File: src/rtl/core/mbrs_pkg.sv
// ----------------------------------------------------------------------------
// mbrs_pkg
// Shared constants, function codes and helper functions for the Modbus RTU
// slave frame handler.
// ----------------------------------------------------------------------------
`default_nettype none

package mbrs_pkg;

  // Default sizes of the stores
  localparam int DEF_HOLDING_COUNT = 10;
  localparam int DEF_INPUT_COUNT   = 5;
  localparam int DEF_BIT_COUNT     = 64;
  localparam int DEF_FRAME_BYTES   = 256;
  localparam int DEF_MAX_READ_REGS = 125;

  // Response length counter width (body plus CRC fits comfortably)
  localparam int RESP_W = 10;

  // Function codes
  localparam logic [7:0] FN_READ_COILS    = 8'h01;
  localparam logic [7:0] FN_READ_DISCRETE = 8'h02;
  localparam logic [7:0] FN_READ_HOLDING  = 8'h03;
  localparam logic [7:0] FN_READ_INPUT    = 8'h04;
  localparam logic [7:0] FN_WRITE_COIL    = 8'h05;
  localparam logic [7:0] FN_WRITE_REG     = 8'h06;
  localparam logic [7:0] FN_WRITE_REGS    = 8'h10;

  // Exception codes
  localparam logic [7:0] EX_ILLEGAL_FUNCTION = 8'h01;
  localparam logic [7:0] EX_ILLEGAL_ADDRESS  = 8'h02;
  localparam logic [7:0] EX_ILLEGAL_VALUE    = 8'h03;
  localparam logic [7:0] EXC_FLAG            = 8'h80;

  // Coil write values and read limit
  localparam logic [15:0] COIL_ON      = 16'hFF00;
  localparam logic [15:0] COIL_OFF     = 16'h0000;
  localparam logic [16:0] MAX_BIT_READ = 17'd2000;

  // CRC-16 (reflected)
  localparam logic [15:0] CRC_INIT = 16'hFFFF;
  localparam logic [15:0] CRC_POLY = 16'hA001;

  // Reset pattern of the coil and discrete bits, repeated every 8 bytes
  localparam logic [7:0] BIT_PATTERN [8] = '{8'hA5, 8'hCC, 8'hF0, 8'h0F,
                                             8'hA5, 8'hA5, 8'hA5, 8'hA5};

  // Advance the CRC by one byte
  function automatic logic [15:0] crc_byte(input logic [15:0] crc_in,
                                           input logic [7:0] data);
    logic [15:0] c;
    c = crc_in ^ {8'h00, data};
    for (int k = 0; k < 8; k++) begin
      c = c[0] ? ((c >> 1) ^ CRC_POLY) : (c >> 1);
    end
    return c;
  endfunction

  // Holding register reset value
  function automatic logic [15:0] hold_init(input int k);
    return (k < 5) ? 16'(15 * (k + 1)) : 16'h0000;
  endfunction

  // Input register value (read only)
  function automatic logic [15:0] input_init(input int k);
    return (k < 5) ? 16'(10 + 5 * k) : 16'h0000;
  endfunction

endpackage

`default_nettype wire

File: src/rtl/core/mbrs_ram.sv
// ----------------------------------------------------------------------------
// mbrs_ram
// Generic simple dual-port RAM: one write port, one read port, registered read.
// ----------------------------------------------------------------------------
`default_nettype none

module mbrs_ram #(
  parameter int WIDTH = 8,
  parameter int DEPTH = 256
) (
  input  wire logic                     clk,
  input  wire logic                     we,
  input  wire logic [$clog2(DEPTH)-1:0] waddr,
  input  wire logic [WIDTH-1:0]         wdata,
  input  wire logic [$clog2(DEPTH)-1:0] raddr,
  output logic      [WIDTH-1:0]         rdata
);

  logic [WIDTH-1:0] mem [DEPTH];

  // Write and registered read
  always_ff @(posedge clk) begin
    if (we) begin
      mem[waddr] <= wdata;
    end
    rdata <= mem[raddr];
  end

endmodule

`default_nettype wire

File: src/rtl/core/modbus_rtu_slave_frame_handler.sv
// ----------------------------------------------------------------------------
// modbus_rtu_slave_frame_handler
// Modbus RTU slave: buffers a request frame, checks it and emits the response.
// ----------------------------------------------------------------------------
// Usage:
//   Request bytes enter on rx_byte with start; a byte is taken at a clock edge
//   with start high and busy low. frame_end marks the last byte of a frame.
//   Plain bytes leave busy low. The end byte raises busy: the frame RAM is
//   read back one byte a cycle to check the CRC, a decision state decides the
//   request, a write-multiple request reads its data back, then the response
//   goes out one word a cycle on tx_byte with tx_valid for a single cycle
//   each, the CRC low byte before high, tx_last on the final word. Busy drops
//   with the last word; frames that draw no answer end after the decision state.
//   The receiver cannot stall the response stream.
//   The user must write slave_address with cfg_write only while the block is
//   idle; the block itself does not enforce this.
//   Reset (rst, synchronous) restores the stores to their initial values and
//   empties the frame buffer; no clearing pass is needed.
// ----------------------------------------------------------------------------
`default_nettype none

module modbus_rtu_slave_frame_handler #(
  parameter int HOLDING_COUNT = mbrs_pkg::DEF_HOLDING_COUNT,
  parameter int INPUT_COUNT   = mbrs_pkg::DEF_INPUT_COUNT,
  parameter int BIT_COUNT     = mbrs_pkg::DEF_BIT_COUNT,
  parameter int FRAME_BYTES   = mbrs_pkg::DEF_FRAME_BYTES,
  parameter int MAX_READ_REGS = mbrs_pkg::DEF_MAX_READ_REGS
) (
  input  wire logic       clk,
  input  wire logic       rst,
  input  wire logic       cfg_write,
  input  wire logic [7:0] cfg_data,
  input  wire logic       start,
  output logic            busy,
  input  wire logic [7:0] rx_byte,
  input  wire logic       frame_end,
  output logic            tx_valid,
  output logic [7:0]      tx_byte,
  output logic            tx_last
);

  import mbrs_pkg::*;

  localparam int AW        = $clog2(FRAME_BYTES);
  localparam int LW        = $clog2(FRAME_BYTES + 1);
  localparam int HW        = (HOLDING_COUNT > 1) ? $clog2(HOLDING_COUNT) : 1;
  localparam int IW        = (INPUT_COUNT > 1) ? $clog2(INPUT_COUNT) : 1;
  localparam int BIT_BYTES = (BIT_COUNT + 7) / 8;
  localparam int BV        = BIT_BYTES * 8 + 8;
  localparam int BVW       = $clog2(BV);
  localparam int BW        = $clog2(BIT_BYTES * 8);

  localparam logic [2:0] S_IDLE   = 3'd0;
  localparam logic [2:0] S_SCAN   = 3'd1;
  localparam logic [2:0] S_DECIDE = 3'd2;
  localparam logic [2:0] S_WRMULT = 3'd3;
  localparam logic [2:0] S_EMIT   = 3'd4;

  localparam logic [1:0] RK_EXC  = 2'd0;
  localparam logic [1:0] RK_ECHO = 2'd1;
  localparam logic [1:0] RK_BITS = 2'd2;
  localparam logic [1:0] RK_REGS = 2'd3;

  logic [2:0]         state;
  logic [7:0]         slave_address;
  logic [LW-1:0]      frame_length;
  logic               frame_overflow;
  logic [LW-1:0]      proc_len;
  logic               proc_ovf;
  logic [LW-1:0]      rd_ptr;
  logic [LW-1:0]      rd_lim;
  logic               rv;
  logic [LW-1:0]      ridx;
  logic [7:0]         hdr [7];
  logic [15:0]        crc;
  logic [15:0]        got;
  logic [7:0]         hi_byte;
  logic [1:0]         kind;
  logic               src_alt;
  logic [7:0]         code;
  logic [RESP_W-1:0]  resp_len;
  logic [RESP_W-1:0]  idx;
  logic [15:0]        holding [HOLDING_COUNT];
  logic [BIT_BYTES*8-1:0] coil_bits;
  logic [BIT_BYTES*8-1:0] disc_bits;

  logic [7:0]         rd_data;
  logic               ram_we;
  logic               accept;
  logic               rd_go;

  assign busy   = (state != S_IDLE);
  assign accept = start && !busy;
  assign ram_we = accept && (frame_length < LW'(FRAME_BYTES));
  assign rd_go  = (state == S_SCAN || state == S_WRMULT) && (rd_ptr < rd_lim);

  // Frame buffer
  mbrs_ram #(
    .WIDTH(8),
    .DEPTH(FRAME_BYTES)
  ) u_frame_ram (
    .clk  (clk),
    .we   (ram_we),
    .waddr(frame_length[AW-1:0]),
    .wdata(rx_byte),
    .raddr(rd_ptr[AW-1:0]),
    .rdata(rd_data)
  );

  // Discrete inputs are fixed
  for (genvar g = 0; g < BIT_BYTES; g++) begin : g_disc
    assign disc_bits[8*g +: 8] = BIT_PATTERN[g % 8];
  end

  // Request fields
  logic [15:0] start_a, cnt;
  logic [7:0]  fn, bc;
  assign fn      = hdr[1];
  assign start_a = {hdr[2], hdr[3]};
  assign cnt     = {hdr[4], hdr[5]};
  assign bc      = hdr[6];

  // Decide the request
  logic [16:0]       sum_sc, nb;
  logic              dec_silent, dec_wrmult, dec_wr_coil, dec_wr_reg;
  logic [1:0]        dec_kind;
  logic              dec_alt;
  logic [7:0]        dec_code;
  logic [RESP_W-1:0] dec_len;

  always_comb begin
    sum_sc      = {1'b0, start_a} + {1'b0, cnt};
    nb          = ({1'b0, cnt} + 17'd7) >> 3;
    dec_silent  = 1'b0;
    dec_wrmult  = 1'b0;
    dec_wr_coil = 1'b0;
    dec_wr_reg  = 1'b0;
    dec_kind    = RK_EXC;
    dec_alt     = 1'b0;
    dec_code    = EX_ILLEGAL_FUNCTION;
    dec_len     = RESP_W'(3);
    priority if (proc_ovf || proc_len < LW'(4) || hdr[0] != slave_address ||
                 crc != got) begin
      dec_silent = 1'b1;
    end else if (fn >= FN_READ_COILS && fn <= FN_WRITE_REG &&
                 proc_len != LW'(8)) begin
      dec_silent = 1'b1;
    end else if (fn == FN_READ_COILS || fn == FN_READ_DISCRETE) begin
      dec_alt = (fn == FN_READ_DISCRETE);
      priority if (cnt == 16'd0 || {1'b0, cnt} > MAX_BIT_READ) begin
        dec_code = EX_ILLEGAL_VALUE;
      end else if (sum_sc > 17'(BIT_COUNT)) begin
        dec_code = EX_ILLEGAL_ADDRESS;
      end else begin
        dec_kind = RK_BITS;
        dec_len  = RESP_W'(nb + 17'd3);
      end
    end else if (fn == FN_READ_HOLDING || fn == FN_READ_INPUT) begin
      dec_alt = (fn == FN_READ_INPUT);
      priority if (cnt == 16'd0 || {1'b0, cnt} > 17'(MAX_READ_REGS) ||
                   {cnt, 1'b0} > 17'(FRAME_BYTES - 5)) begin
        dec_code = EX_ILLEGAL_VALUE;
      end else if (sum_sc > (dec_alt ? 17'(INPUT_COUNT) : 17'(HOLDING_COUNT))) begin
        dec_code = EX_ILLEGAL_ADDRESS;
      end else begin
        dec_kind = RK_REGS;
        dec_len  = RESP_W'({cnt, 1'b0} + 17'd3);
      end
    end else if (fn == FN_WRITE_COIL) begin
      priority if ({1'b0, start_a} >= 17'(BIT_COUNT)) begin
        dec_code = EX_ILLEGAL_ADDRESS;
      end else begin
        dec_wr_coil = 1'b1;
        dec_kind    = RK_ECHO;
        dec_len     = RESP_W'(6);
      end
    end else if (fn == FN_WRITE_REG) begin
      priority if ({1'b0, start_a} >= 17'(HOLDING_COUNT)) begin
        dec_code = EX_ILLEGAL_ADDRESS;
      end else begin
        dec_wr_reg = 1'b1;
        dec_kind   = RK_ECHO;
        dec_len    = RESP_W'(6);
      end
    end else if (fn == FN_WRITE_REGS) begin
      priority if (proc_len < LW'(9)) begin
        dec_silent = 1'b1;
      end else if ({1'b0, bc} != {cnt[7:0], 1'b0} || cnt[15:8] != 8'h00 ||
                   cnt == 16'd0 || {1'b0, cnt} > 17'(HOLDING_COUNT) ||
                   {1'b0, proc_len} != LW'(9) + {1'b0, LW'(bc)}) begin
        dec_code = EX_ILLEGAL_VALUE;
      end else if (sum_sc > 17'(HOLDING_COUNT)) begin
        dec_code = EX_ILLEGAL_ADDRESS;
      end else begin
        dec_wrmult = 1'b1;
        dec_kind   = RK_ECHO;
        dec_len    = RESP_W'(6);
      end
    end else begin
      dec_code = EX_ILLEGAL_FUNCTION;
    end
  end

  // Response byte for the current index
  logic [RESP_W-1:0] j;
  logic [16:0]       bit_a, rem, reg_k;
  logic [BV-1:0]     bit_src;
  logic [7:0]        bit_byte, bit_mask, body;
  logic [15:0]       reg_val;
  logic [RESP_W-1:0] last_idx;

  always_comb begin
    j        = idx - RESP_W'(3);
    bit_a    = {1'b0, start_a} + 17'({j, 3'b000});
    rem      = {1'b0, cnt} - 17'({j, 3'b000});
    bit_src  = {8'h00, (src_alt ? disc_bits : coil_bits)};
    bit_mask = (rem >= 17'd8) ? 8'hFF : (8'hFF >> (4'd8 - 4'(rem[3:0])));
    bit_byte = bit_src[bit_a[BVW-1:0] +: 8] & bit_mask;
    reg_k    = {1'b0, start_a} + 17'(j >> 1);
    reg_val  = src_alt ? input_init(int'(reg_k[IW-1:0])) : holding[reg_k[HW-1:0]];
    last_idx = resp_len + RESP_W'(1);
    priority if (idx == RESP_W'(0)) begin
      body = hdr[0];
    end else if (idx == RESP_W'(1)) begin
      body = (kind == RK_EXC) ? (hdr[1] | EXC_FLAG) : hdr[1];
    end else if (idx == RESP_W'(2)) begin
      unique case (kind)
        RK_EXC:  body = code;
        RK_ECHO: body = hdr[2];
        RK_BITS: body = nb[7:0];
        RK_REGS: body = {cnt[6:0], 1'b0};
        default: body = code;
      endcase
    end else begin
      unique case (kind)
        RK_ECHO: body = hdr[3'(idx[2:0])];
        RK_BITS: body = bit_byte;
        RK_REGS: body = j[0] ? reg_val[7:0] : reg_val[15:8];
        default: body = code;
      endcase
    end
  end

  // Sequencer
  always_ff @(posedge clk) begin
    if (rst) begin
      state          <= S_IDLE;
      slave_address  <= 8'd1;
      frame_length   <= '0;
      frame_overflow <= 1'b0;
      rv             <= 1'b0;
      tx_valid       <= 1'b0;
      for (int k = 0; k < HOLDING_COUNT; k++) begin
        holding[k] <= hold_init(k);
      end
      for (int k = 0; k < BIT_BYTES; k++) begin
        coil_bits[8*k +: 8] <= BIT_PATTERN[k % 8];
      end
    end else begin
      tx_valid <= (state == S_EMIT);
      if (cfg_write) begin
        slave_address <= cfg_data;
      end

      // Read pipeline of the frame RAM
      rv   <= rd_go;
      ridx <= rd_ptr;
      if (rd_go) begin
        rd_ptr <= rd_ptr + LW'(1);
      end

      unique case (state)
        S_IDLE: begin
          if (accept) begin
            if (frame_end) begin
              proc_len       <= ram_we ? frame_length + LW'(1) : frame_length;
              rd_lim         <= ram_we ? frame_length + LW'(1) : frame_length;
              proc_ovf       <= frame_overflow || !ram_we;
              frame_length   <= '0;
              frame_overflow <= 1'b0;
              rd_ptr         <= '0;
              crc            <= CRC_INIT;
              state          <= S_SCAN;
            end else if (ram_we) begin
              frame_length <= frame_length + LW'(1);
            end else begin
              frame_overflow <= 1'b1;
            end
          end
        end
        S_SCAN: begin
          // Capture header, run CRC, pick up the received CRC
          if (rv) begin
            if (ridx < LW'(7)) begin
              hdr[3'(ridx[2:0])] <= rd_data;
            end
            if (ridx + LW'(2) < proc_len) begin
              crc <= crc_byte(crc, rd_data);
            end
            if (ridx + LW'(2) == proc_len) begin
              got[7:0] <= rd_data;
            end
            if (ridx + LW'(1) == proc_len) begin
              got[15:8] <= rd_data;
              state     <= S_DECIDE;
            end
          end
        end
        S_DECIDE: begin
          kind     <= dec_kind;
          src_alt  <= dec_alt;
          code     <= dec_code;
          resp_len <= dec_len;
          idx      <= '0;
          crc      <= CRC_INIT;
          rd_ptr   <= LW'(7);
          rd_lim   <= LW'(7) + LW'(bc);
          if (dec_wr_coil) begin
            if (cnt == COIL_ON) begin
              coil_bits[start_a[BW-1:0]] <= 1'b1;
            end else if (cnt == COIL_OFF) begin
              coil_bits[start_a[BW-1:0]] <= 1'b0;
            end
          end
          if (dec_wr_reg) begin
            holding[start_a[HW-1:0]] <= cnt;
          end
          priority if (dec_silent) begin
            state <= S_IDLE;
          end else if (dec_wrmult) begin
            state <= S_WRMULT;
          end else begin
            state <= S_EMIT;
          end
        end
        S_WRMULT: begin
          // Odd offsets carry the high byte, even ones complete a register
          if (rv) begin
            if (ridx[0]) begin
              hi_byte <= rd_data;
            end else begin
              holding[HW'(start_a + 16'((ridx - LW'(8)) >> 1))] <= {hi_byte, rd_data};
            end
            if (ridx + LW'(1) == rd_lim) begin
              state <= S_EMIT;
            end
          end
        end
        S_EMIT: begin
          tx_last <= (idx == last_idx);
          priority if (idx == resp_len) begin
            tx_byte <= crc[7:0];
          end else if (idx == last_idx) begin
            tx_byte <= crc[15:8];
            state   <= S_IDLE;
          end else begin
            tx_byte <= body;
            crc     <= crc_byte(crc, body);
          end
          idx <= idx + RESP_W'(1);
        end
        default: state <= S_IDLE;
      endcase
    end
  end

`ifndef NO_ASSERTIONS
  // A final word is followed by a gap
  a_last_gap: assert property (@(posedge clk) disable iff (rst)
    tx_valid && tx_last |=> !tx_valid)
    else $error("word after final response word");

  // The end byte of a frame makes the block busy
  a_end_busy: assert property (@(posedge clk) disable iff (rst)
    start && !busy && frame_end |=> busy)
    else $error("frame end not processed");

  // Fill count never exceeds the buffer
  a_fill: assert property (@(posedge clk) disable iff (rst)
    frame_length <= LW'(FRAME_BYTES))
    else $error("frame fill count beyond buffer");

  // Words other than the last one only go out while busy
  a_tx_busy: assert property (@(posedge clk) disable iff (rst)
    tx_valid && !tx_last |-> busy)
    else $error("response word while idle");
`endif

endmodule

`default_nettype wire
File: config.mk
export PLATFORM = sky130hd
export DESIGN_NAME = modbus_rtu_slave_frame_handler
export DESIGN_NICKNAME = d
export VERILOG_FILES = /design/src/rtl/core/mbrs_pkg.sv /design/src/rtl/core/mbrs_ram.sv /design/src/rtl/core/modbus_rtu_slave_frame_handler.sv
export SDC_FILE = /design/constraint.sdc
export NUM_CORES = 2
export LEC_CHECK = 0
export BUFFER_PORTS_ARGS = -buffer_cell sky130_fd_sc_hd__buf_2
export CELL_PAD_IN_SITES_DETAIL_PLACEMENT = 2
export CELL_PAD_IN_SITES_GLOBAL_PLACEMENT = 2
export CORE_ASPECT_RATIO = 1.25
export CORE_MARGIN = 3
export CORE_UTILIZATION = 53
export DETAILED_ROUTE_END_ITERATION = 12
export PLACE_DENSITY = 0.94
export SLEW_MARGIN = 20
export SYNTH_ARGS = -nofsm -noshare
export SYNTH_HDL_FRONTEND = slang
export SYNTH_SLANG_ARGS = --single-unit
File: constraint.sdc
create_clock -name clk -period 16.33 [get_ports clk]
set_clock_uncertainty 0.2 [all_clocks]
set_input_delay 0 -clock clk [delete_from_list [all_inputs] [get_ports clk]]
set_output_delay 0 -clock clk [all_outputs]
set_load 0.05 [all_outputs]
==> results.txt, run 1 <==
Ports -> 32
stage reached -> 3_5_place_dp
ys async rst share -> 0%
Gate Count Post-Synth -> 6151
Synth Area per Inst -> 17.86 um2
Initial Utilization -> 53.39%
dpl hpwl -> 320100 um
GP Congestion -> 0.9589
main flop type after synthesis -> edfxtp_1
PortBufs -> 31
Seq/Total Area, Yosys -> 69.56%
Die Ht -> 515.0 um
FF+latch count, synth -> 2577
post-synthesis cell area -> 109800 um2
synth warn -> 0
EDFF count, synth -> 2479
outcome -> did not finish
Yosys cell types -> 95
error msg -> [ERROR DPL-0033] detailed placement checks failed during check placement.
Synthesized Nets -> 6265
die width -> 413.2 um
Cell Rows -> 186
-- synthesized netlist by cell type, types with 23 or more instances --
library cell | instances | share of area [%]
nor2_1 | 585 | 2.0
a21oi_1 | 143 | 0.65
o22ai_1 | 23 | 0.13
nand2b_1 | 32 | 0.18
buf_2 | 33 | 0.15
and2_1 | 25 | 0.14
nor2b_1 | 38 | 0.22
edfxtp_1 | 2479 | 68
o21ai_0 | 97 | 0.44
a21o_1 | 25 | 0.17
ha_1 | 87 | 0.99
mux2_2 | 27 | 0.28
a22oi_1 | 29 | 0.20
mux4_2 | 782 | 16
xor2_1 | 67 | 0.53
xnor2_1 | 128 | 1.0
clkbuf_1 | 258 | 0.88
nand4_1 | 30 | 0.17
dfxtp_1 | 98 | 1.8
nand3_1 | 133 | 0.61
and3_1 | 27 | 0.15
nand2_1 | 348 | 1.2
inv_1 | 91 | 0.31
nor4_1 | 31 | 0.18
nor3_1 | 53 | 0.24
mux2i_1 | 83 | 0.76
buf_1 | 69 | 0.24
-- kinds of logic after synthesis --
group / count (synthesis) / synth area share, %
simple gates: 1371 / 5.538
flops: 2577 / 69.56
fa+ha+maj: 93 / 1.100
xor+xnor: 200 / 1.653
buf+inv: 477 / 1.741
compound gates: 540 / 3.340
mux: 892 / 17.07
other cells: 1 / 0.003414
-- through the flow --
stage	setup slack [ns]	instances	instance area, um2
global placement	9.236	8675	113200
floorplan	9.967	6151	109800
==> run 2, diff against run 1 <==
--- a/config.mk
+++ b/config.mk
@@ -6,13 +6,10 @@
 export NUM_CORES = 2
 export LEC_CHECK = 0
 export BUFFER_PORTS_ARGS = -buffer_cell sky130_fd_sc_hd__buf_2
-export CELL_PAD_IN_SITES_DETAIL_PLACEMENT = 2
-export CELL_PAD_IN_SITES_GLOBAL_PLACEMENT = 2
-export CORE_ASPECT_RATIO = 1.25
 export CORE_MARGIN = 3
-export CORE_UTILIZATION = 53
+export CORE_UTILIZATION = 40
 export DETAILED_ROUTE_END_ITERATION = 12
-export PLACE_DENSITY = 0.94
+export PLACE_DENSITY_LB_ADDON = 0.15
 export SLEW_MARGIN = 20
 export SYNTH_ARGS = -nofsm -noshare
 export SYNTH_HDL_FRONTEND = slang
==> results.txt, run 2 <==
Slew Limit Fails -> 0
largest net degree at the start of global routing -> 165
synth top area cells -> edfxtp_1, mux4_2, nor2_1, dfxtp_1, nand2_1
hold path cells -> 2
most frequent cell after synthesis -> edfxtp_1
top cell type's share of synthesized area -> 67.77% (unchanged)
actual slew at the worst max-slew pin -> 1.147 ns
outcome -> complete, but fails checks
WP data required -> 16.82 ns
CTS Root Cell -> clkbuf_16
Setup crit start kind -> flip-flop
CTS tree -> yes
Largest Register -> u_frame_ram.mem
area leader, netlist -> edfxtp_1
DRT Wirelength -> 307200 um
PortBufs -> 31 (unchanged)
Worst Path Class, Setup -> flip-flop to flip-flop
most frequent cells in the layout -> edfxtp_1, mux4_2, nor2_1
Post-Route Setup TNS -> 0 ns
max reg flops -> 2048
Yosys cell types -> 95 (unchanged)
commonest non-fill, non-tap cell in the layout -> edfxtp_1
Num CTS Buffers -> 286
Cell Rows -> 191 (+2.7%)
Layout area overhead -> 12.91%
clk_lat worst skew -> 0.89 ns
Rel. slew slack -> 23.55%
Initial Utilization -> 40.39% (-13 points)
H-tree Lvls -> 5
final worst path period share -> 44.47%
Hold Path End -> u_frame_ram.mem[109][5]
initial antenna violation count -> 18
clock sink count -> 2577
vias per inst -> 5.876
Setup crit end kind -> flip-flop
RSZ-0062 raised after global routing -> false
FF-to-FF End -> crc[0]
fmax -> 137.7 MHz
Ports -> 32 (unchanged)
Core ar. -> 272000 um2
Synth top cells by count -> edfxtp_1, mux4_2, nor2_1, nand2_1, clkbuf_1
setup bufs post-CTS -> 0
FF+latch count, synth -> 2577 (unchanged)
main flop type after synthesis -> edfxtp_1
Worst-path clk slew -> 0.06 ns
fin nets -> 6404
Seq/Total Area, Yosys -> 69.56% (unchanged)
worst-case reg-to-reg path depth -> 19
layout cells sized above 1 -> 22.42%
Pre-Repair DR Iteration Count -> 6
post_cts resized -> 0
GP Congestion -> 0.9529 (-0.63%)
global route total overflow -> 0
max-cap violations -> 0
Slowest-stage cell, CP -> buf_4
fin crit period -> 7.262 ns
vias in the first global route -> 59480
initial drt markers -> 6473
synth warn -> 0 (unchanged)
die area -> 280900 um2
Lkg Pwr -> 38.71 nW
Gate Count Post-Synth -> 6151 (unchanged)
cell breakdown of the critical path -> buf_4, inv_1, ha_1, ha_4, inv_1, fa_4, buf_4, inv_1, ha_1, a211oi_1, a21oi_1, nand2_1, o21ai_0, a221oi_4, xnor2_1, xnor3_2, xnor3_1, a221o_1, o31ai_1
hold slack final -> -0.0007435 ns
GRT Overall Usage -> 21.67%
Max VDD drop -> 96.58 uV
Hold Crit Class -> input port to flip-flop
dpl hpwl -> 190600 um (-40%)
hold bufs inserted after CTS -> 58
Largest stage delay, worst path -> 0.78 ns
per-cell routed wire length -> 30.45 um
post-synthesis cell area -> 109800 um2 (unchanged)
Critical R2R Launch -> idx[0]
crit path buf inv count -> 5
Setup Viol. Count Final -> 0
PD cells -> 120.0 nW/um2
first-pass GRT wire length -> 441800 um
Post-route DRC -> 0
die width -> 530.0 um (+28%)
Synth Area per Inst -> 17.86 um2 (unchanged)
Final Hold Viols -> 1
Post-Route Utilization -> 45.60%
via count -> 59270
crit-path most repeated cell -> inv_1
ys async rst share -> 0% (unchanged)
EDFF count, synth -> 2479 (unchanged)
Arrival @ worst endpoint -> 7.75 ns
Max Root-Sink Buffers -> 4
failing checks -> hold timing
cell family with most CP delay -> compound AO/OA/AOI/OAI gates
maximum fanout along the worst path -> 69
Die Ht -> 530.0 um (+2.9%)
flop-to-flop setup slack -> 9.07 ns
number of routed nets with antenna violations -> 0
hold_sp -> rx_byte[5]
Synthesized Nets -> 6265 (unchanged)
==> run 2: cell counts after synthesis <==
Identical to the previous run, type by type.
==> run 2: stage by stage <==
stage	hold WS (ns)	cells	worst slack, ns	cell area (um2)	total power [mW]
global placement	0.03436	9513	9.115	114300	8.708
finish	-0.0007435	10090	9.068	124000	14.88
global route	0.01217	10080	8.668	124000	15.33
CTS	0.0008090	10080	9.087	124000	15.04
floorplan	-0.1011	6151	9.967	109800	8.186
detailed placement	0.04835	9513	9.113	114300	8.717
==> run 2: final cells by class <==
class,count,area (um2)
clock inverters,153,1550
inverters,102,382.9
multi-input cells,3097,31720
flip-flops and latches,2577,76400
clock buffers,356,7531
repair buffers,226,1954
well taps,3570,4467
diodes,6,15.01
fillers,23170,147900
==> run 2: routing by layer <==
| metal | share of wire (%) | vias up | track usage [%] | routed length [um] |
|---|---|---|---|---|
| li1 | - | 25030 | - | - |
| met1 | 43 | 31470 | 31.33 | 132600 |
| met2 | 47 | 2258 | 34.37 | 145600 |
| met3 | 6.7 | 511 | 3.451 | 20450 |
| met4 | 2.8 | 4 | 5.579 | 8503 |
| met5 | 0.0055 | - | 0 | 17 |
==> run 2: how the worst max path moves through the flow <==
stage                start      to  slack [ns]  depth (start not counted)
floorplan           idx[0]  crc[0]        9.97                         25
global placement    idx[0]  crc[0]        9.11                         19
detailed placement  idx[0]  crc[0]        9.11                         19
CTS                 idx[0]  crc[0]        9.09                         19
global route        idx[0]  crc[0]        8.67                         22
finish              idx[0]  crc[0]        9.07                         19
==> run 2: cell families (layout without fill, tap and decap cells) <==
kind of cell | after synthesis | in the layout | share of synthesized area, %
adder cells (fa/ha/maj) | 93 | 93 | 1.100
flip-flops | 2577 | 2577 | 69.56
buffers and inverters | 477 | 837 | 1.741
AO/OA/AOI/OAI | 540 | 540 | 3.340
AND/OR/NAND/NOR | 1371 | 1371 | 5.538
XOR/XNOR | 200 | 200 | 1.653
other | 1 | 7 | 0.003414
multiplexers | 892 | 892 | 17.07
==> run 2: power breakdown <==
part	internal (mW)	leakage [nW]	switching (mW)	total, mW
Combinational	0.517	11.3	0.729	1.25
Sequential	7.29	23.0	0.0297	7.32
Clock	3.63	4.42	2.67	6.31
Total	11.4	38.7	3.43	14.9
No activity file was read; power rests on OpenSTA's default activity.
